$ cat config.mk
export PLATFORM = sky130hd
export DESIGN_NAME = sca_ram
export DESIGN_NICKNAME = d
export VERILOG_FILES = /design/src/sca_ram.sv
export SDC_FILE = /design/constraint.sdc
export NUM_CORES = 1
export LEC_CHECK = 0
export BUFFER_PORTS_ARGS = -buffer_cell sky130_fd_sc_hd__buf_2
export CORE_MARGIN = 1
export CORE_UTILIZATION = 42
export CTS_CLUSTER_SIZE = 30
export DETAILED_ROUTE_END_ITERATION = 6
export SLEW_MARGIN = 20
export SYNTH_ARGS = -nofsm -noshare
export SYNTH_HDL_FRONTEND = slang
export SYNTH_SLANG_ARGS = --single-unit
$ cat constraint.sdc
create_clock -name clock -period 5.8 [get_ports clock]
set_clock_uncertainty 0.15 [all_clocks]
set_input_delay 1.16 -clock clock [delete_from_list [all_inputs] [get_ports clock]]
set_output_delay 1.16 -clock clock [all_outputs]
set_load 0.02 [all_outputs]
$ cat src/sca_ram.sv
// ----------------------------------------------------------------------------
// sca_ram
// generic single write, single read memory with registered read data
// ----------------------------------------------------------------------------
module sca_ram #(
   parameter int WIDTH = 8,
   parameter int DEPTH = 16
) (
   input  logic                     clock,
   input  logic                     we,
   input  logic [$clog2(DEPTH)-1:0] waddr,
   input  logic [WIDTH-1:0]         wdata,
   input  logic                     re,
   input  logic [$clog2(DEPTH)-1:0] raddr,
   output logic [WIDTH-1:0]         rdata
);

   logic [WIDTH-1:0] mem_ff [DEPTH];
   logic [WIDTH-1:0] rdata_ff;

   always_ff @(posedge clock) begin
      if (we) begin
         mem_ff[waddr] <= wdata;
      end
      if (re) begin
         rdata_ff <= mem_ff[raddr];
      end
   end

   assign rdata = rdata_ff;

endmodule

==> qor.csv <==
stage,metric,value,unit
outcome,status,"finished, final reports clean",
sta,maxSlewHeadroom,0.349,
worst_setup_path,path_buf_inv,2,
sta,rsz0062_at_grt,false,
worst_setup_path,cp-end-kind,flip-flop,
routing,wl,10.0,mm
worst_setup_path,startpoint,raddr[0],
power_and_ir_drop,leakage,0.00198,uW
clock_tree,clock-sinks,136,
worst_setup_path,cp_num_cells,5,
layout,diodes,0,
clock_tree,cts_root_buf,clkbuf_16,
layout,syn_to_final_growth,15.8,%
sta,period_share,0.512,
routing,wl_per_cell,22.3,um
clock_tree,clkTransAtPathRegs,0.05,ns
synth,yosys_warnings,0,
global_route,grt_antenna_before_repair,0,
layout,regArea,4080,um^2
routing,vias,2389,
routing,first_iter_violations,214,
worst_setup_path,rr_startpoint,mem_ff[5][0],
sta,tightest_slew,0.973,ns
sta,finalSetupViolCount,0,
floorplanning,die_x,114,um
clock_tree,cts_setup_buffers,0,
layout,drive_gt1_frac,0.274,
clock_tree,cts_resized,0,
routing,viasPerCell,5.32,
clock_tree,cts-htree-levels,4,
sta,min_period,2.97,ns
power_and_ir_drop,irDropWorstVdd,0.222,mV
place,portBuffers,26,
clock_tree,cts_buffers,17,
worst_setup_path,path_delay_family,buffers and inverters,
floorplanning,die_height,114,um
worst_hold_path,whs_path_depth,3,
sta,tns,0,ns
sta,final_hold_viol_count,0,
global_route,grt_usage,0.174,
routing,drt_first_pass_iters,4,
global_route,grt_overflow_total,0,
layout,multi_input_area,1060,um^2
synth,avgSynthCellArea,22.8,um^2
synth,syn-num-nets,248,
worst_setup_path,critPathKind,in -> reg,
layout,fillCellCount,990,
global_route,grt_pass1_vias,2482,
worst_setup_path,required,5.80,ns
place,dp_hpwl,6.23,mm
floorplanning,boundaryPins,27,
routing,drc_errors,0,
worst_setup_path,cp_slowest_cell,mux4_1,
floorplanning,dieArea,12900,um^2
clock_tree,cts_buffer_depth,2,
power_and_ir_drop,power.density,360,nW/um^2
worst_setup_path,arrival,2.98,ns
routing,ant_nets,0,
floorplanning,std_cell_rows,40,
place,gp_congestion,0.701,
synth,synthDistinctLibCells,18,
worst_hold_path,worstHoldStart,mem_ff[14][2],
worst_setup_path,reg2reg_depth,3,
layout,instances_no_fill,449,
clock_tree,cts_tree,done,
synth,ys_seq_elements,136,
clock_tree,clk_latency,0.41,ns
clock_tree,hold_buffers,0,
worst_setup_path,path_cells,"buf_2, buf_4, mux4_1, a22oi_1, nand2_1",
synth,syn_inst,229,
worst_hold_path,hp-class,reg -> reg,
worst_setup_path,critPathMaxStageDelay,0.63,ns
sta,slew_violations,0,
global_route,grt_pass1_wl,15.1,mm
floorplanning,initial_core_util,0.433,
sta,fmax,336,MHz
worst_setup_path,crit_fanout,21,
worst_setup_path,cp-start-kind,input port,
floorplanning,coreArea,12100,um^2
place,dp_cells,417,
global_route,grt_max_degree,33,
flow_run,drv_cap,0,
synth,seq_area_frac_synth,0.781,
synth,syn_area,5230,um^2
layout,fin_nets,287,
-- cells by family after synthesis --
family,synth area share
compound gates,0.0230
buf+inv,0.0165
flops,0.781
mux,0.148
simple gates,0.0314
-- stage by stage --
step,setup slack (ns),hold WS [ns],total power [uW],instance area (um^2),util
floorplan,3.00,0.555,1190,5230,-
global placement,2.33,0.578,1240,5520,0.457
detailed placement,2.33,0.594,1240,5520,0.457
CTS,2.78,0.603,2200,6050,0.502
global route,2.69,0.637,2240,6050,0.502
finish,2.83,0.603,2180,6050,0.502
-- worst register-to-register path, cell delays in order (launching register included) --
cell and delay [ns]:
edfxtp_1 0.36, mux4_1 0.57, a22oi_1 0.25, nand2_1 0.09
-- cells in the mapped netlist --
| library cell | number | share of area |
|---|---|---|
| a22oi_1 | 16 | 0.023 |
| and2_1 | 1 | 0.0012 |
| and2b_1 | 1 | 0.0014 |
| buf_2 | 3 | 0.0029 |
| buf_4 | 1 | 0.0014 |
| buf_6 | 3 | 0.0065 |
| clkdlybuf4s25_2 | 3 | 0.0057 |
| edfxtp_1 | 136 | 0.78 |
| mux4_1 | 14 | 0.070 |
| mux4_2 | 18 | 0.078 |
| nand2_1 | 9 | 0.0065 |
| nand2b_1 | 2 | 0.0024 |
| nand3_1 | 1 | 0.00096 |
| nand3b_1 | 2 | 0.0029 |
| nor2_1 | 13 | 0.0093 |
| nor2b_1 | 1 | 0.0012 |
| nor3_1 | 4 | 0.0038 |
| or3b_2 | 1 | 0.0017 |
-- power breakdown --
| group | total (uW) | internal, uW | switching [uW] |
|---|---|---|---|
| Combinational | 102 | 39.0 | 62.6 |
| Clock | 963 | 578 | 385 |
| Sequential | 1110 | 1110 | 5.56 |
| Total | 2180 | 1720 | 453 |
-- routing by layer --
metal | share of wire | vias to the layer above | global-route usage
met3 | 0.068 | 8 | 0.0569
met2 | 0.47 | 80 | 0.263
met1 | 0.45 | 1240 | 0.236
met4 | 0.010 | 0 | 0.0658
met5 | 0 | - | 0
li1 | - | 1061 | -
-- cell usage in the layout, fill, tap and decap left out, drive strengths merged --
cell,count
and2,1
nor2,13
a22oi,16
nand2b,2
bufinv,1
nor3,4
nand2,9
buf,30
nor2b,1
and2b,1
clkbuf,17
clkinvlp,6
nand3,1
clkinv,8
edfxtp,136
mux4,32
nand3b,2
or3b,1
-- layout make-up --
class	instances	share of cell area
timing repair buffer	30	0.0265
sequential	136	0.675
clock buffer	17	0.0703
multi-input combinational	83	0.175
clock inverter	15	0.0186
tap	168	0.0347
-- registers in the layout, indices dropped and copies added (netlist names) --
register  cells
mem_ff      128
rdata         8
-- final timing paths --
check	to	slack, ns
setup / recovery	rdata[0]	2.83
hold / removal	rdata[2]	0.60
setup reg to reg	rdata[0]	4.13
hold reg to reg	rdata[2]	0.60
Note: power is estimated with default switching activity, not from simulation.
