$ cat src/sca_pkg.sv
// ----------------------------------------------------------------------------
// sca_pkg
// shared constants, codes and types of the size class free list allocator
// ----------------------------------------------------------------------------
package sca_pkg;

   // sizing, word size must be a power of two that divides the chunk size
   localparam int WORD_BYTES      = 8;
   localparam int CHUNK_BYTES     = 4 * 1024;
   localparam int MAX_SMALL_BYTES = 128;
   localparam int POOL_CHUNKS     = 16;

   localparam int WORD_LOG2   = $clog2(WORD_BYTES);
   localparam int NUM_CLASSES = MAX_SMALL_BYTES / WORD_BYTES;
   localparam int CHUNK_WORDS = CHUNK_BYTES / WORD_BYTES;
   localparam int LINK_DEPTH  = POOL_CHUNKS * CHUNK_WORDS;

   localparam int SIZE_W      = 32;
   localparam int ADDR_W      = 16;
   localparam int STATUS_W    = 2;
   localparam int WORD_IDX_W  = $clog2(LINK_DEPTH);
   localparam int LINK_W      = $clog2(LINK_DEPTH + 1);
   localparam int SLOT_W      = $clog2(NUM_CLASSES);
   localparam int CLASS_W     = $clog2(NUM_CLASSES + 1);
   localparam int CHUNK_CNT_W = $clog2(POOL_CHUNKS + 1);
   localparam int OFF_W       = $clog2(CHUNK_WORDS + 1);

   localparam int QUEUE_DEPTH = 2;
   localparam int QPTR_W      = $clog2(QUEUE_DEPTH);
   localparam int QCNT_W      = $clog2(QUEUE_DEPTH + 1);

   typedef enum logic [STATUS_W-1:0] {
      STATUS_ALLOC     = 2'd0,
      STATUS_FREED     = 2'd1,
      STATUS_OVERSIZED = 2'd2,
      STATUS_EXHAUSTED = 2'd3
   } status_type;

   typedef enum logic {
      MODE_ALLOC = 1'b0,
      MODE_FREE  = 1'b1
   } mode_type;

   // classified item between front and back
   typedef struct packed {
      mode_type                mode;
      logic                    oversized;
      logic                    block_big;
      logic                    free_ok;
      logic [SLOT_W-1:0]       slot;
      logic [CLASS_W-1:0]      cls;
      logic [WORD_IDX_W-1:0]   free_word;
   } q_entry_type;

   // link store access from the back end
   typedef struct packed {
      logic                    we;
      logic [WORD_IDX_W-1:0]   waddr;
      logic [LINK_W-1:0]       wdata;
      logic                    re;
      logic [WORD_IDX_W-1:0]   raddr;
   } ram_req_type;

endpackage

$ cat src/sca_ifs.sv
// ----------------------------------------------------------------------------
// sca request and response channels
// valid/ready channels carrying allocator items
// ----------------------------------------------------------------------------
interface sca_req_if import sca_pkg::*; ();
   logic                valid;
   logic                ready;
   logic                mode;
   logic [SIZE_W-1:0]   request_size;
   logic [ADDR_W-1:0]   block_address;

   modport source (output valid, mode, request_size, block_address, input ready);
   modport sink   (input valid, mode, request_size, block_address, output ready);
endinterface


$ cat src/sca_front.sv
// ----------------------------------------------------------------------------
// sca_front
// accepts requests and sorts them into size classes
// ----------------------------------------------------------------------------
module sca_front import sca_pkg::*; (
   sca_req_if.sink       req_chan,
   input  logic          q_full,
   output logic          q_push,
   output q_entry_type   q_entry
);

   logic [SIZE_W:0]  size_sum;
   logic [SIZE_W:0]  cls_wide;
   logic [31:0]      word_wide;
   logic [CLASS_W-1:0] cls;

   always_comb begin
      size_sum  = {1'b0, req_chan.request_size} + (SIZE_W + 1)'(WORD_BYTES - 1);
      // size zero still takes one word
      if (req_chan.request_size == '0) begin
         cls_wide = (SIZE_W + 1)'(1);
      end else begin
         cls_wide = size_sum >> WORD_LOG2;
      end
      cls       = cls_wide[CLASS_W-1:0];
      word_wide = 32'(req_chan.block_address) >> WORD_LOG2;

      q_entry.mode      = mode_type'(req_chan.mode);
      q_entry.oversized = cls_wide > (SIZE_W + 1)'(NUM_CLASSES);
      q_entry.block_big = 32'(cls) > 32'(CHUNK_WORDS);
      q_entry.free_ok   = word_wide < 32'(LINK_DEPTH);
      q_entry.slot      = SLOT_W'(cls - CLASS_W'(1));
      q_entry.cls       = cls;
      q_entry.free_word = word_wide[WORD_IDX_W-1:0];
   end

   assign req_chan.ready = !q_full;
   assign q_push         = req_chan.valid && !q_full;

endmodule

$ cat src/flat_wrapper.sv
// flat-port wrapper written by rule: the top's interface ports become plain ports
module sca_front_flat import sca_pkg::*;
  (q_full, q_push, q_entry, req_chan_valid, req_chan_mode, req_chan_request_size, req_chan_block_address, req_chan_ready);
  sca_req_if req_chan_i ();
  input  logic q_full;
  output logic q_push;
  output q_entry_type q_entry;
  input wire logic [$bits(req_chan_i.valid)-1:0] req_chan_valid;
  input wire logic [$bits(req_chan_i.mode)-1:0] req_chan_mode;
  input wire logic [$bits(req_chan_i.request_size)-1:0] req_chan_request_size;
  input wire logic [$bits(req_chan_i.block_address)-1:0] req_chan_block_address;
  output wire logic [$bits(req_chan_i.ready)-1:0] req_chan_ready;
  assign req_chan_i.valid = req_chan_valid;
  assign req_chan_i.mode = req_chan_mode;
  assign req_chan_i.request_size = req_chan_request_size;
  assign req_chan_i.block_address = req_chan_block_address;
  assign req_chan_ready = req_chan_i.ready;
  sca_front u_core (.req_chan(req_chan_i), .q_full(q_full), .q_push(q_push), .q_entry(q_entry));
endmodule
$ cat config.mk
export PLATFORM = sky130hd
export DESIGN_NAME = sca_front_flat
export DESIGN_NICKNAME = d
export VERILOG_FILES = /design/src/sca_pkg.sv /design/src/sca_ifs.sv /design/src/sca_front.sv /design/src/flat_wrapper.sv
export SDC_FILE = /design/constraint.sdc
export NUM_CORES = 1
export LEC_CHECK = 0
export ABC_AREA = 0
export BUFFER_PORTS_ARGS = -buffer_cell sky130_fd_sc_hd__buf_4
export CAP_MARGIN = 25
export CORE_MARGIN = 2
export CORE_UTILIZATION = 39
export DETAILED_ROUTE_END_ITERATION = 6
export PLACE_DENSITY = 0.85
export SLEW_MARGIN = 20
export SYNTH_ARGS = -nofsm -noshare
export SYNTH_HDL_FRONTEND = slang
export SYNTH_SLANG_ARGS = --single-unit
$ cat constraint.sdc
create_clock -name vclk -period 3.05
set_input_delay 0.4575 -clock vclk [all_inputs]
set_output_delay 0.4575 -clock vclk [all_outputs]
set_load 0.1 [all_outputs]
==> results of run 1 <==
## where the power goes
group / internal, mW / switching (mW)
clock network: 0 / 0
registers: 0 / 0
logic: 0.0970 / 0.208
## cell type report
cell class / count / area (µm²) / area share
inverter: 6 / 30.0 / 0.0216
multi-input combinational: 104 / 820 / 0.590
tap: 27 / 33.8 / 0.0243
timing repair buffer: 65 / 507 / 0.365
## kinds of logic (layout without fill, tap and decap cells)
kind of cell | after synthesis | after routing | synth area share
buffers and inverters | 25 | 71 | 0.187
and+or+nand+nor | 70 | 70 | 0.466
adders and majority gates | 1 | 1 | 0.0148
muxes | 3 | 3 | 0.0371
other | 2 | 2 | 0.00891
AOI/OAI and AO/OA | 17 | 17 | 0.172
xor gates and xnor gates | 11 | 11 | 0.114
## worst max path at each step
stage                                          from     endpoint  cells past startpoint
after floorplan            req_chan_request_size[5]  q_entry[20]                      3
after global placement    req_chan_request_size[12]  q_entry[24]                     13
after detailed placement  req_chan_request_size[12]  q_entry[24]                     13
after CTS                 req_chan_request_size[12]  q_entry[24]                     13
after global routing      req_chan_request_size[29]  q_entry[24]                     12
final                     req_chan_request_size[12]  q_entry[24]                      9
## metal layers
metal | vias to the layer above | global-route usage | wire [µm]
met1 | 541 | 0.285 | 1190
met4 | 0 | 0.0631 | 82
li1 | 552 | - | -
met3 | 12 | 0.0119 | 313
met5 | - | 0 | 0
met2 | 83 | 0.393 | 1620
## placed cells by master (no fill, tap or decap), types with 2 or more instances in the layout
cell type / instances
mux2i_1: 2
nor3_2: 2
inv_1: 4
buf_4: 62
xnor2_1: 5
nor4_2: 5
a211o_1: 2
nor4_1: 5
nor3_1: 8
conb_1: 2
nor2_1: 7
xor2_1: 4
nand2b_1: 2
nand4_1: 7
clkinvlp_4: 2
nor2b_1: 2
o21a_1: 2
nand2_1: 12
buf_8: 2
and2_1: 2
or3_1: 3
nand3_1: 7
a21oi_1: 3
## stage by stage
step / cells / power [mW] / setup slack (ps) / util
floorplan: 129 / 0.278 / -1170 / -
global placement: 200 / 0.284 / -60.5 / 0.635
detailed placement: 200 / 0.289 / -67.0 / 0.635
CTS: 200 / 0.290 / 8.27 / 0.640
global route: 202 / 0.316 / -99.0 / 0.694
finish: 202 / 0.305 / -12.0 / 0.694
## what timing repair did
action	4_1_cts	5_1_grt
hold buffers	0	0
resized for setup	2	16
hold endpoints to repair	0	0
pin swaps	0	7
setup buffers	0	2
setup endpoints to repair	1	1
==> impl_metrics.toml, run 1 <==
[status]
status = "finished with violations"
violations = "negative setup slack"

[yosys]
yosys_warnings = 0
yosysUniqueCellTypes = 37
syn-cell-area_um2 = 843
yosys.area.top_type_share = 0.142
synth_nets = 181
synthCells = 129
synth_most_common_cell = "buf_4"
synth.area.top_cells = "buf_4, nor4_1, xnor2_1"
ys_top_cells_by_count = "buf_4, nand2_1, nor4_1"
synth_seq_area_share = 0
syn_avg_cell_area_um2 = 6.54
yosysTopAreaCell = "buf_4"

[global_routing]
grt_max_degree = 9
grt_pass1_wl_um = 4590
grt_usage = 0.220
antenna_found_initial = 0
grt_pass1_vias = 1012
grt_overflow = 0

[sta]
whs_ps = 915
tns_ps = -12.0
period_share = 1.00
setup_viol = 1
final_hold_viol_count = 0
maxSlewViolCount = 0
worst_pin_slew_ps = 575
rsz0062_at_grt = "true"
fmax_mhz = 327
maxSlewHeadroom = 0.614
fin_ws_ps = -12.0
period_needed_ps = 3060

[drt]
wirelength_um = 3210
ant_nets = 0
wire_per_inst_um = 15.9
route.detailed.drc = 0
dr.pass1.iters = 4
post_drt_via_cell_ratio = 5.88
drtIter0Drc = 58
num_vias = 1188

[cells_and_area]
nClkBuffers = 0
area_growth_syn_to_layout_pct = 64.8
diodes = 0
nFlopsAndLatches = 0
nFillCells = 176
fin_area_mm2 = 0.00139
nNetsFinal = 229
layout-drive-gt1-share = 0.503
ff_latch_area_um2 = 0

[worst_setup_path]
endpoint_kind = "primary output"
slowest_delay_ps = 380
crit_type = "input pin to primary output"
critPathMaxFanout = 4
required_ps = 2590
arrival_ps = 2600
worstPathCellList = "buf_4, buf_4, nand3_1, or3_1, o31a_1, a211o_1, a2111oi_4, nand4_1, buf_8"
cpMostUsedCell = "buf_4"
worstPathBufferInverterCount = 3
start_kind = "input pin"
critPathTopFamily = "compound AO/OA/AOI/OAI gates"
crit_slowest_cell = "or3_1"

[placement]
gp_congestion = 0.907
port_buffers = 46
dpl_cell_area_mm2 = 0.00127
hpwl_um = 2370

[job]
drv_cap = 0

[hold_path]
hp-class = "input pin to primary output"
min_from = "req_chan_block_address[3]"
hold_path_depth = 0
hold_path_end = "q_entry[0]"

[floorplan]
core-area_mm2 = 0.00200
fp-row-count = 16
die_w_um = 50.5
die_y_um = 50.5
start_util = 0.421
io_pins = 79
design.die.area_mm2 = 0.00255

[power]
power_leakage_nw = 0.546
power.density_mw_per_mm2 = 219
ir_worst_vdd_mv = 0.243
No activity file was read; power rests on OpenSTA's default activity.
==> run 2: changes to the inputs <==
- SETUP_SLACK_MARGIN: unset -> 0.02
==> run 2 against run 1 <==
Fmax increased by 0.23%. Largest cell class unchanged. Worst setup slack improved by 6.9 ps. Sequential share of layout area unchanged. Total power increased by 0.27%. First-iteration DRC count decreased by 22%. Design area increased by 0.45%. Cell count unchanged. Die area unchanged. The flow still finishes with violations (negative setup slack). Critical path depth unchanged. Global-route usage unchanged. Largest power group unchanged.
==> impl_metrics.toml, run 2 (same netlist as run 1, synthesis figures left out) <==
[status]
status = "finished with violations"
violations = "negative setup slack"

[cells_and_area]
nFlopsAndLatches = 0
nFillCells = 177
final_common_cell = "buf_4"
nClkBuffers = 0
area_growth_syn_to_layout_pct = 65.6
nNetsFinal = 229
final_cell_mix = "buf_4, nand2_1, nor3_1"
ff_latch_area_um2 = 0
diodes = 0
layout-drive-gt1-share = 0.509

[global_routing]
antenna_found_initial = 0
grt_overflow = 0
grt_pass1_wl_um = 4590
grt_pass1_vias = 1012
grt_usage = 0.220
grt_max_degree = 9

[job]
drv_cap = 0

[drt]
drtIter0Drc = 45
topRoutingLayerUsed = "met4"
wl_met2_um = 1600
ant_nets = 0
met1_length_um = 1200
route.detailed.drc = 0
wire_per_inst_um = 16.0
num_vias = 1188
post_drt_via_cell_ratio = 5.88
dr.pass1.iters = 4
met3_length_um = 336
wirelength_um = 3230

[sta]
whs_ps = 915
fmax_mhz = 327
fin_ws_ps = -5.04
period_needed_ps = 3060
maxSlewViolCount = 0
maxSlewHeadroom = 0.604
worst_pin_slew_ps = 590
rsz0062_at_grt = "true"
setup_viol = 1
period_share = 1.00
final_hold_viol_count = 0

[floorplan]
fp-row-count = 16
core-area_mm2 = 0.00200
io_pins = 79
die_w_um = 50.5
design.die.area_mm2 = 0.00255
die_y_um = 50.5
start_util = 0.421

[power]
ir_worst_vdd_mv = 0.243
p_sw_mw = 0.209
power.density_mw_per_mm2 = 219
clkPwrFrac = 0
total_power_mw = 0.306
power.internal_mw = 0.0972
comb_power_share = 1.000
power_switching_share = 0.682
power_leakage_nw = 0.547
power.share.sequential = 0

[worst_setup_path]
endpoint_kind = "primary output"
arrival_ps = 2600
start_kind = "input pin"
critPathMaxFanout = 4
crit_type = "input pin to primary output"
required_ps = 2590

[placement]
hpwl_um = 2370
gp_congestion = 0.907
port_buffers = 46

[hold_path]
hp-class = "input pin to primary output"
-- run 2: cell types whose count changed in the layout (fill, tap and decap cells not counted) --
cell,previous run,this run
nor4_1,5,4
nor4_2,5,6
-- run 2: timing repair --
item,CTS,global route
pin swaps,0,7
hold buffers,0,0
setup buffers,0,2
resized for setup,4,15
setup endpoints to repair,1,1
-- run 2: metrics by stage --
step / cell area [µm²] / utilization / cells / TNS (ps) / setup WS [ps]
after global routing: 1400 / 0.698 / 202 / -81.9 / -81.9
final: 1400 / 0.698 / 202 / -5.04 / -5.04
after detailed placement: 1270 / 0.635 / 200 / -67.0 / -67.0
after global placement: 1270 / 0.635 / 200 / -60.5 / -60.5
after floorplan: 900 / - / 129 / -2350 / -1170
after CTS: 1290 / 0.644 / 200 / 0 / 37.6
-- run 2: path summary, 6_finish.rpt --
| path | start | end | slack [ps] | depth (start not counted) |
|---|---|---|---|---|
| min | req_chan_block_address[3] | q_entry[0] | 920 | 0 |
| max | req_chan_request_size[12] | q_entry[24] | -5 | 9 |
-- run 2: layout make-up --
class              instances  area (µm²)  share of cell area
inverters                  6        30.0              0.0215
repair buffers            65         507               0.363
well taps                 27        33.8              0.0242
multi-input cells        104         826               0.591
-- run 2: worst max-delay path, stage by stage --
cell,delay (ps)
buf_4,100
buf_4,110
nand3_1,140
or3_1,380
o31a_1,290
a211o_1,310
a2111oi_4,370
nand4_1,210
buf_8,230
-- run 2: power groups by stage --
stage / Clock, mW / Sequential, mW / Combinational, mW
after floorplan: 0 / 0 / 0.278
after global placement: 0 / 0 / 0.284
after detailed placement: 0 / 0 / 0.289
after CTS: 0 / 0 / 0.291
after global routing: 0 / 0 / 0.317
final: 0 / 0 / 0.306
-- run 2: per-layer routing --
layer	track usage	vias up
li1	-	555
met1	0.285	534
met2	0.393	87
met3	0.0119	12
met4	0.0631	0
met5	0	-
