File: src/sca_pkg.sv
// ----------------------------------------------------------------------------
// sca_pkg
// shared constants, codes and types of the size class free list allocator
// ----------------------------------------------------------------------------
package sca_pkg;

   // sizing, word size must be a power of two that divides the chunk size
   localparam int WORD_BYTES      = 8;
   localparam int CHUNK_BYTES     = 4 * 1024;
   localparam int MAX_SMALL_BYTES = 128;
   localparam int POOL_CHUNKS     = 16;

   localparam int WORD_LOG2   = $clog2(WORD_BYTES);
   localparam int NUM_CLASSES = MAX_SMALL_BYTES / WORD_BYTES;
   localparam int CHUNK_WORDS = CHUNK_BYTES / WORD_BYTES;
   localparam int LINK_DEPTH  = POOL_CHUNKS * CHUNK_WORDS;

   localparam int SIZE_W      = 32;
   localparam int ADDR_W      = 16;
   localparam int STATUS_W    = 2;
   localparam int WORD_IDX_W  = $clog2(LINK_DEPTH);
   localparam int LINK_W      = $clog2(LINK_DEPTH + 1);
   localparam int SLOT_W      = $clog2(NUM_CLASSES);
   localparam int CLASS_W     = $clog2(NUM_CLASSES + 1);
   localparam int CHUNK_CNT_W = $clog2(POOL_CHUNKS + 1);
   localparam int OFF_W       = $clog2(CHUNK_WORDS + 1);

   localparam int QUEUE_DEPTH = 2;
   localparam int QPTR_W      = $clog2(QUEUE_DEPTH);
   localparam int QCNT_W      = $clog2(QUEUE_DEPTH + 1);

   typedef enum logic [STATUS_W-1:0] {
      STATUS_ALLOC     = 2'd0,
      STATUS_FREED     = 2'd1,
      STATUS_OVERSIZED = 2'd2,
      STATUS_EXHAUSTED = 2'd3
   } status_type;

   typedef enum logic {
      MODE_ALLOC = 1'b0,
      MODE_FREE  = 1'b1
   } mode_type;

   // classified item between front and back
   typedef struct packed {
      mode_type                mode;
      logic                    oversized;
      logic                    block_big;
      logic                    free_ok;
      logic [SLOT_W-1:0]       slot;
      logic [CLASS_W-1:0]      cls;
      logic [WORD_IDX_W-1:0]   free_word;
   } q_entry_type;

   // link store access from the back end
   typedef struct packed {
      logic                    we;
      logic [WORD_IDX_W-1:0]   waddr;
      logic [LINK_W-1:0]       wdata;
      logic                    re;
      logic [WORD_IDX_W-1:0]   raddr;
   } ram_req_type;

endpackage

File: src/sca_queue.sv
// ----------------------------------------------------------------------------
// sca_queue
// short fifo of classified items between front and back
// ----------------------------------------------------------------------------
module sca_queue import sca_pkg::*; (
   input  logic          clock,
   input  logic          reset,
   input  logic          push,
   input  q_entry_type   entry_in,
   output logic          full,
   output logic          valid,
   output q_entry_type   entry_out,
   input  logic          pop
);

   q_entry_type         mem_ff [QUEUE_DEPTH];
   logic [QPTR_W-1:0]   wr_ptr_ff, wr_ptr_in;
   logic [QPTR_W-1:0]   rd_ptr_ff, rd_ptr_in;
   logic [QCNT_W-1:0]   count_ff, count_in;
   logic                do_push, do_pop;

   always_comb begin
      do_push   = push && !full;
      do_pop    = pop && valid;
      wr_ptr_in = wr_ptr_ff;
      rd_ptr_in = rd_ptr_ff;
      count_in  = count_ff;
      if (do_push) begin
         wr_ptr_in = (wr_ptr_ff == QPTR_W'(QUEUE_DEPTH - 1)) ? '0 : wr_ptr_ff + QPTR_W'(1);
      end
      if (do_pop) begin
         rd_ptr_in = (rd_ptr_ff == QPTR_W'(QUEUE_DEPTH - 1)) ? '0 : rd_ptr_ff + QPTR_W'(1);
      end
      if (do_push && !do_pop) begin
         count_in = count_ff + QCNT_W'(1);
      end else if (do_pop && !do_push) begin
         count_in = count_ff - QCNT_W'(1);
      end
   end

   always_ff @(posedge clock) begin
      if (reset) begin
         wr_ptr_ff <= '0;
         rd_ptr_ff <= '0;
         count_ff  <= '0;
      end else begin
         wr_ptr_ff <= wr_ptr_in;
         rd_ptr_ff <= rd_ptr_in;
         count_ff  <= count_in;
      end
      if (do_push) begin
         mem_ff[wr_ptr_ff] <= entry_in;
      end
   end

   assign full      = count_ff == QCNT_W'(QUEUE_DEPTH);
   assign valid     = count_ff != '0;
   assign entry_out = mem_ff[rd_ptr_ff];

endmodule

File: config.mk
export PLATFORM = sky130hd
export DESIGN_NAME = sca_queue
export DESIGN_NICKNAME = d
export VERILOG_FILES = /design/src/sca_pkg.sv /design/src/sca_queue.sv
export SDC_FILE = /design/constraint.sdc
export NUM_CORES = 1
export LEC_CHECK = 0
export BUFFER_PORTS_ARGS = -buffer_cell sky130_fd_sc_hd__buf_2
export CAP_MARGIN = 25
export CORE_MARGIN = 8
export CORE_UTILIZATION = 55
export DETAILED_ROUTE_END_ITERATION = 12
export PLACE_DENSITY = 0.85
export RECOVER_POWER = 25
export SLEW_MARGIN = 20
export SYNTH_ARGS = -nofsm -noshare
export SYNTH_HDL_FRONTEND = slang
export SYNTH_SLANG_ARGS = --single-unit
export TNS_END_PERCENT = 5
File: constraint.sdc
create_clock -name clock -period 4.8 [get_ports clock]
set_input_delay 0.48 -clock clock [delete_from_list [all_inputs] [get_ports clock]]
set_output_delay 0.48 -clock clock [all_outputs]
set_load 0.01 [all_outputs]
==> impl_metrics.json, run 1 <==
{
  "status": "complete, no violations",
  "power.share.clock_pct": 28.3,
  "switching_share_pct": 26.7,
  "die_w_um": 77.7,
  "synth_cell_types": 15,
  "hpwl_mm": 2.57,
  "total_power_mw": 1.42,
  "grt_pass1_wl_mm": 5.87,
  "final_common_cell": "edfxtp_1",
  "maxCapViolations": 0,
  "initial_core_util_pct": 57.1,
  "port_buffers": 57,
  "hold_class": "input port to flip-flop",
  "fmax_ghz": 0.445,
  "drcViolationCount": 0,
  "power_frac_seq_pct": 46.7,
  "die-height_um": 77.7,
  "nets": 204,
  "ioPinCount": 58,
  "postCtsHoldBufs": 0,
  "drv_slew": 0,
  "routed_wl_mm": 3.69,
  "avgViaCountPerCell": 5.04,
  "rows": 22,
  "yosys_warnings": 0,
  "fin_crit_sh_pct": 46.8,
  "busiest_layer": "met2",
  "via_count": 1138,
  "synth.largest_area_cell": "edfxtp_1",
  "cts_sinks": 57,
  "synth_fp_nets": 137,
  "cts_tree": "built",
  "tns_ps": 0,
  "crit_path_end_kind": "output port",
  "instances_no_fill": 226,
  "grt_pass1_vias": 1282,
  "cts-root-buf": "clkbuf_8",
  "grtUsageMet2_pct": 22.1,
  "yosysSeqAreaShare_pct": 79.4,
  "drive_above_1_share_pct": 52.8,
  "final_cell_mix": "edfxtp_1 (52), buf_2 (51), mux2_2 (26)",
  "netlist_area_um2": 2090,
  "maxSlewHeadroom_pct": 58.8,
  "setup_viol": 0,
  "grt_start_max_net_pins": 27,
  "power_frac_comb_pct": 25.0,
  "post-place-ws_ps": 2620,
  "grt_setup_unrepaired": "no",
  "cts_resized": 0,
  "p_per_area_nw_per_um2": 540,
  "synth.area.top_cells": "edfxtp_1 (75%), mux2_2 (14%), dfxtp_1 (4.8%)",
  "vdd_drop_max_mv": 0.345,
  "drtIter0Drc": 51,
  "cts.clk_slew.worst_paths_ps": 60,
  "coreArea_um2": 3660,
  "leakagePower_nw": 1.01,
  "dp.cells": 209,
  "syn2layout_area_growth_pct": 26.0,
  "hold_violations": 0,
  "p_sw_mw": 0.380,
  "worst_slack_ps": 2550,
  "required_ps": 4320,
  "cts_buffer_depth": 2,
  "die_area_um2": 6030,
  "cp-start-kind": "flip-flop",
  "grtUsageTotal_pct": 12.8,
  "overflow": 0,
  "dpl_cell_area_um2": 2440,
  "use_met3_pct": 6.45,
  "synth_top_area_share_pct": 74.6,
  "htreeDepth": 3,
  "routabilityCongestion": 0.626,
  "final.setup_skew_ps": 6.03,
  "final_cell_area_um2": 2640,
  "tightest_slew_ps": 618,
  "cp_data_arrival_time_ps": 1770,
  "grt_antenna_before_repair": 0,
  "period_needed_ps": 2250,
  "drtPass1Iterations": 4,
  "worstSetupPathType": "flip-flop to output port",
  "ys_seq_elements": 57,
  "intPower_mw": 1.04,
  "diodes": 0,
  "cts_buffers": 9,
  "avgRoutedWirePerCell_um": 16.3,
  "grtUsageMet1_pct": 12.2,
  "syn_avg_cell_area_um2": 19.7,
  "cp_max_fo": 14,
  "postSynthCellCount": 106,
  "antenna_left": 0,
  "clock_latency_ps": 320,
  "cts_setup_buffers": 0
}
-- routing by layer --
metal / wire [um] / share of wire, %
met1: 1360 / 37
met2: 2000 / 54
met3: 271 / 7.3
met4: 59 / 1.6
met5: 0 / 0
-- worst max-delay path, stage by stage (launching register included) --
cell	delay, ps
dfxtp_1	700
buf_8	240
mux2_2	350
buf_2	140
-- Yosys cell counts --
library cell / number
or3_1: 2
xor2_1: 3
or2_2: 1
inv_1: 2
and2_1: 1
buf_4: 1
edfxtp_1: 52
nor2b_2: 1
buf_2: 2
ha_1: 1
o21ai_0: 3
a21oi_1: 2
dfxtp_1: 5
nor2_1: 4
mux2_2: 26
-- power by group through the flow --
stage	combinational (mW)	sequential, mW	clock [mW]
2_1_floorplan	0.237	0.653	0
3_3_place_gp	0.316	0.686	0
3_5_place_dp	0.347	0.677	0
4_1_cts	0.349	0.668	0.412
5_1_grt	0.390	0.674	0.432
6_report	0.356	0.666	0.402
-- cell families after synthesis --
group                      synth area share, %
AOI/OAI and AO/OA                         1.20
xor gates and xnor gates                  1.26
adders and majority gates                0.598
buffers and inverters                     1.20
DFF                                       79.4
muxes                                     14.0
and+or+nand+nor                           2.33
-- sequential cells by signal, indices dropped and copies added (netlist names), named ones only --
| name | cells |
|---|---|
| mem_ff | 52 |
| count_ff | 2 |
| wr_ptr_ff | 1 |
| rd_ptr_ff | 1 |
-- metrics by stage --
step	hold WS [ps]	util, %
2_1_floorplan	452	-
3_3_place_gp	464	66.1
3_5_place_dp	489	66.5
4_1_cts	330	71.4
5_1_grt	328	72.0
6_report	348	72.0
-- path summary, 6_finish.rpt --
check | from | to | slack (ps) | depth (start not counted)
max | flip-flop | entry_out[20] | 2550 | 3
min | entry_in[4] | mem_ff[0][4] | 350 | 1
min reg2reg | wr_ptr_ff | wr_ptr_ff | 500 | 2
max reg2reg | count_ff[1] | mem_ff[0][2] | 3060 | 4
-- layout make-up --
| type | count | area, um^2 |
|---|---|---|
| multi-input combinational | 44 | 407 |
| clock buffer | 12 | 135 |
| timing repair buffer | 59 | 320 |
| sequential | 57 | 1660 |
| tap | 48 | 60.1 |
| inverter | 2 | 7.51 |
| fill | 270 | 1030 |
| clock inverter | 4 | 43.8 |
(Power assumes the default switching activity.)
==> run 2: changes to the inputs <==
--- a/config.mk
+++ b/config.mk
@@ -5,12 +5,13 @@
 export SDC_FILE = /design/constraint.sdc
 export NUM_CORES = 1
 export LEC_CHECK = 0
+export ABC_AREA = 1
 export BUFFER_PORTS_ARGS = -buffer_cell sky130_fd_sc_hd__buf_2
 export CAP_MARGIN = 25
 export CORE_MARGIN = 8
-export CORE_UTILIZATION = 55
+export CORE_UTILIZATION = 47
 export DETAILED_ROUTE_END_ITERATION = 12
-export PLACE_DENSITY = 0.85
+export PLACE_DENSITY = 0.77
 export RECOVER_POWER = 25
 export SLEW_MARGIN = 20
 export SYNTH_ARGS = -nofsm -noshare
==> constraint.sdc (replaced) <==
create_clock -name clock -period 2 [get_ports clock]
set_input_delay 0.2 -clock clock [delete_from_list [all_inputs] [get_ports clock]]
set_output_delay 0.2 -clock clock [all_outputs]
set_load 0.01 [all_outputs]
==> run 2 against run 1 <==
Compared with the run above: flip-flop and latch count unchanged; largest cell class unchanged; synthesized cell count increased by 11%; combinational power increased to 2.5 times the previous value; via count increased by 4.8%; cell area increased by 2.8%; synthesized area increased by 6.3%; global-route usage decreased by 1.0 points; highest routed layer unchanged; clock power increased by 110%; critical endpoint is now entry_out[4]; clock skew increased by 1.8 ps; largest power group unchanged; hold slack got worse by 280 ps.
==> impl_metrics.json, run 2 <==
{
  "status": "complete, no violations",
  "largest_reg_flops": 52,
  "tns_ps": 0,
  "ioPinCount": 58,
  "via_count": 1193,
  "routed_wl_mm": 4.06,
  "port_buffers": 57,
  "coreArea_um2": 4630,
  "crit_path_end_kind": "output port",
  "dp.cells": 231,
  "cp_max_fo": 12,
  "maxSlewHeadroom_pct": 76.3,
  "routabilityCongestion": 0.710,
  "synth_cell_types": 15,
  "synth.area.top_cells": "edfxtp_1 (70%), mux2_4 (13%), dfxtp_1 (4.5%)",
  "rows": 25,
  "final_common_cell": "edfxtp_1",
  "grt_start_max_net_pins": 27,
  "leakagePower_nw": 1.09,
  "hold_class": "input port to flip-flop",
  "synth_top_area_share_pct": 70.2,
  "cts_sinks": 57,
  "cts_buffers": 9,
  "diodes": 0,
  "final.setup_skew_ps": 7.82,
  "htreeDepth": 3,
  "antenna_left": 0,
  "drtPass1Iterations": 4,
  "nets": 219,
  "drcViolationCount": 0,
  "tightest_slew_ps": 355,
  "netlist_area_um2": 2220,
  "synth_edf_count": 52,
  "synth_fp_nets": 149,
  "vdd_drop_max_mv": 0.769,
  "syn2layout_area_growth_pct": 21.7,
  "hold_violations": 0,
  "synth_most_common_cell": "edfxtp_1",
  "cp-start-kind": "flip-flop",
  "grt_pass1_vias": 1320,
  "yosysSeqAreaShare_pct": 74.7,
  "initial_core_util_pct": 48.1,
  "yosys_warnings": 0,
  "cts_resized": 0,
  "fmax_ghz": 0.570,
  "cp_data_arrival_time_ps": 1560,
  "die_w_um": 84.8,
  "period_needed_ps": 1760,
  "cts_buffer_depth": 2,
  "grt_pass1_wl_mm": 6.33,
  "postSynthCellCount": 118,
  "critical-path-max-stage-delay_ps": 510,
  "reg2reg_depth": 9,
  "ys_seq_elements": 57,
  "grt_antenna_before_repair": 0,
  "drtIter0Drc": 59,
  "fillCellCount": 377,
  "die_area_um2": 7190,
  "yosys-top-cells-count": "edfxtp_1 (52), mux2_4 (20), inv_1 (8), nor2_1 (8), nand2_1 (7)",
  "required_ps": 1800,
  "postCtsHoldBufs": 0,
  "cts-root-buf": "clkbuf_8",
  "setup_viol": 0,
  "path_cells": "buf_4 > mux2_4 > buf_2",
  "syn_avg_cell_area_um2": 18.9,
  "fin_util_pct": 58.5,
  "async_reset_ff_share_pct": 0,
  "grt_setup_unrepaired": "no",
  "worstHoldPathCells": 1,
  "p_per_area_nw_per_um2": 1230,
  "drive_above_1_share_pct": 49.0,
  "synth_flop_cell": "edfxtp_1",
  "cts_setup_buffers": 0,
  "overflow": 0,
  "synth.largest_area_cell": "edfxtp_1",
  "fin_crit_sh_pct": 87.8,
  "largest_register": "mem_ff",
  "maxCapViolations": 0,
  "instances_no_fill": 246,
  "clock_latency_ps": 320,
  "drv_slew": 0,
  "avgRoutedWirePerCell_um": 16.5,
  "avgViaCountPerCell": 4.85,
  "crit_slowest_cell": "dfxtp_2",
  "hpwl_mm": 3.01,
  "total_power_mw": 3.32,
  "reg_top3": "mem_ff (52), count_ff (2)",
  "die-height_um": 84.8,
  "cts_tree": "built",
  "cts.clk_slew.worst_paths_ps": 60,
  "final_cell_mix": "edfxtp_1 (52), buf_2 (50), mux2_4 (20)",
  "worstSetupPathType": "flip-flop to output port",
  "grtUsageTotal_pct": 11.8
}
==> run 2: cell count changes after synthesis, moves of 2 or more <==
cell	change
or3_1	-2
buf_2	-2
nand2_1	+7
xor2_1	-3
buf_12	+2
nor2_1	+4
inv_1	+6
nand3_1	+2
mux2_2	-20
mux2_4	+20
==> run 2: layout make-up <==
cell class	count	area, um^2	share of cell area, %
repair buffers	62	314	11.6
flip-flops and latches	57	1660	61.4
clock inverters	1	3.75	0.139
inverters	8	30.0	1.11
multi-input cells	50	487	18.0
clock buffers	14	143	5.27
well taps	54	67.6	2.50
==> run 2: per-layer routing <==
metal,GRT usage (%),vias to the layer above,part of all wire [%]
li1,-,577,-
met1,11.9,567,40
met2,20.2,42,52
met3,4.88,7,6.6
met4,6.31,0,1.4
met5,0,-,0
==> run 2: worst paths after layout <==
kind / slack, ps / from / to
max: 240 / flip-flop / entry_out[4]
min: 70 / entry_in[20] / mem_ff[1][20]
max reg2reg: 460 / count_ff[1] / count_ff[1]
min reg2reg: 510 / rd_ptr_ff / rd_ptr_ff
==> run 2: worst max-delay path, delay by kind of cell (launching register included) <==
kind                   cells  cell delay, ps
muxes                      1             310
DFF                        1             510
buffers and inverters      2             410
==> run 2: stage by stage <==
| step | setup slack (ps) | area, um^2 | hold WS (ps) |
|---|---|---|---|
| after detailed placement | 469 | 2570 | 392 |
| after CTS | 215 | 2720 | 53.5 |
| after global routing | 166 | 2710 | 53.9 |
| final | 244 | 2710 | 68.8 |
| after floorplan | 8.60 | 2220 | 299 |
| after global placement | 585 | 2570 | 390 |
==> run 2: cells by family (layout without fill, tap and decap cells) <==
group,after synthesis,count (layout),share of synthesized area (%)
and+or+nand+nor,18,18,3.26
adders and majority gates,1,1,0.562
muxes,26,26,16.5
buffers and inverters,11,85,3.66
DFF,57,57,74.7
AOI/OAI and AO/OA,5,5,1.29
==> run 2: power breakdown <==
part	internal, mW	switching, mW
sequential	1.51	0.0842
clock	0.440	0.386
combinational	0.433	0.465
total	2.39	0.935
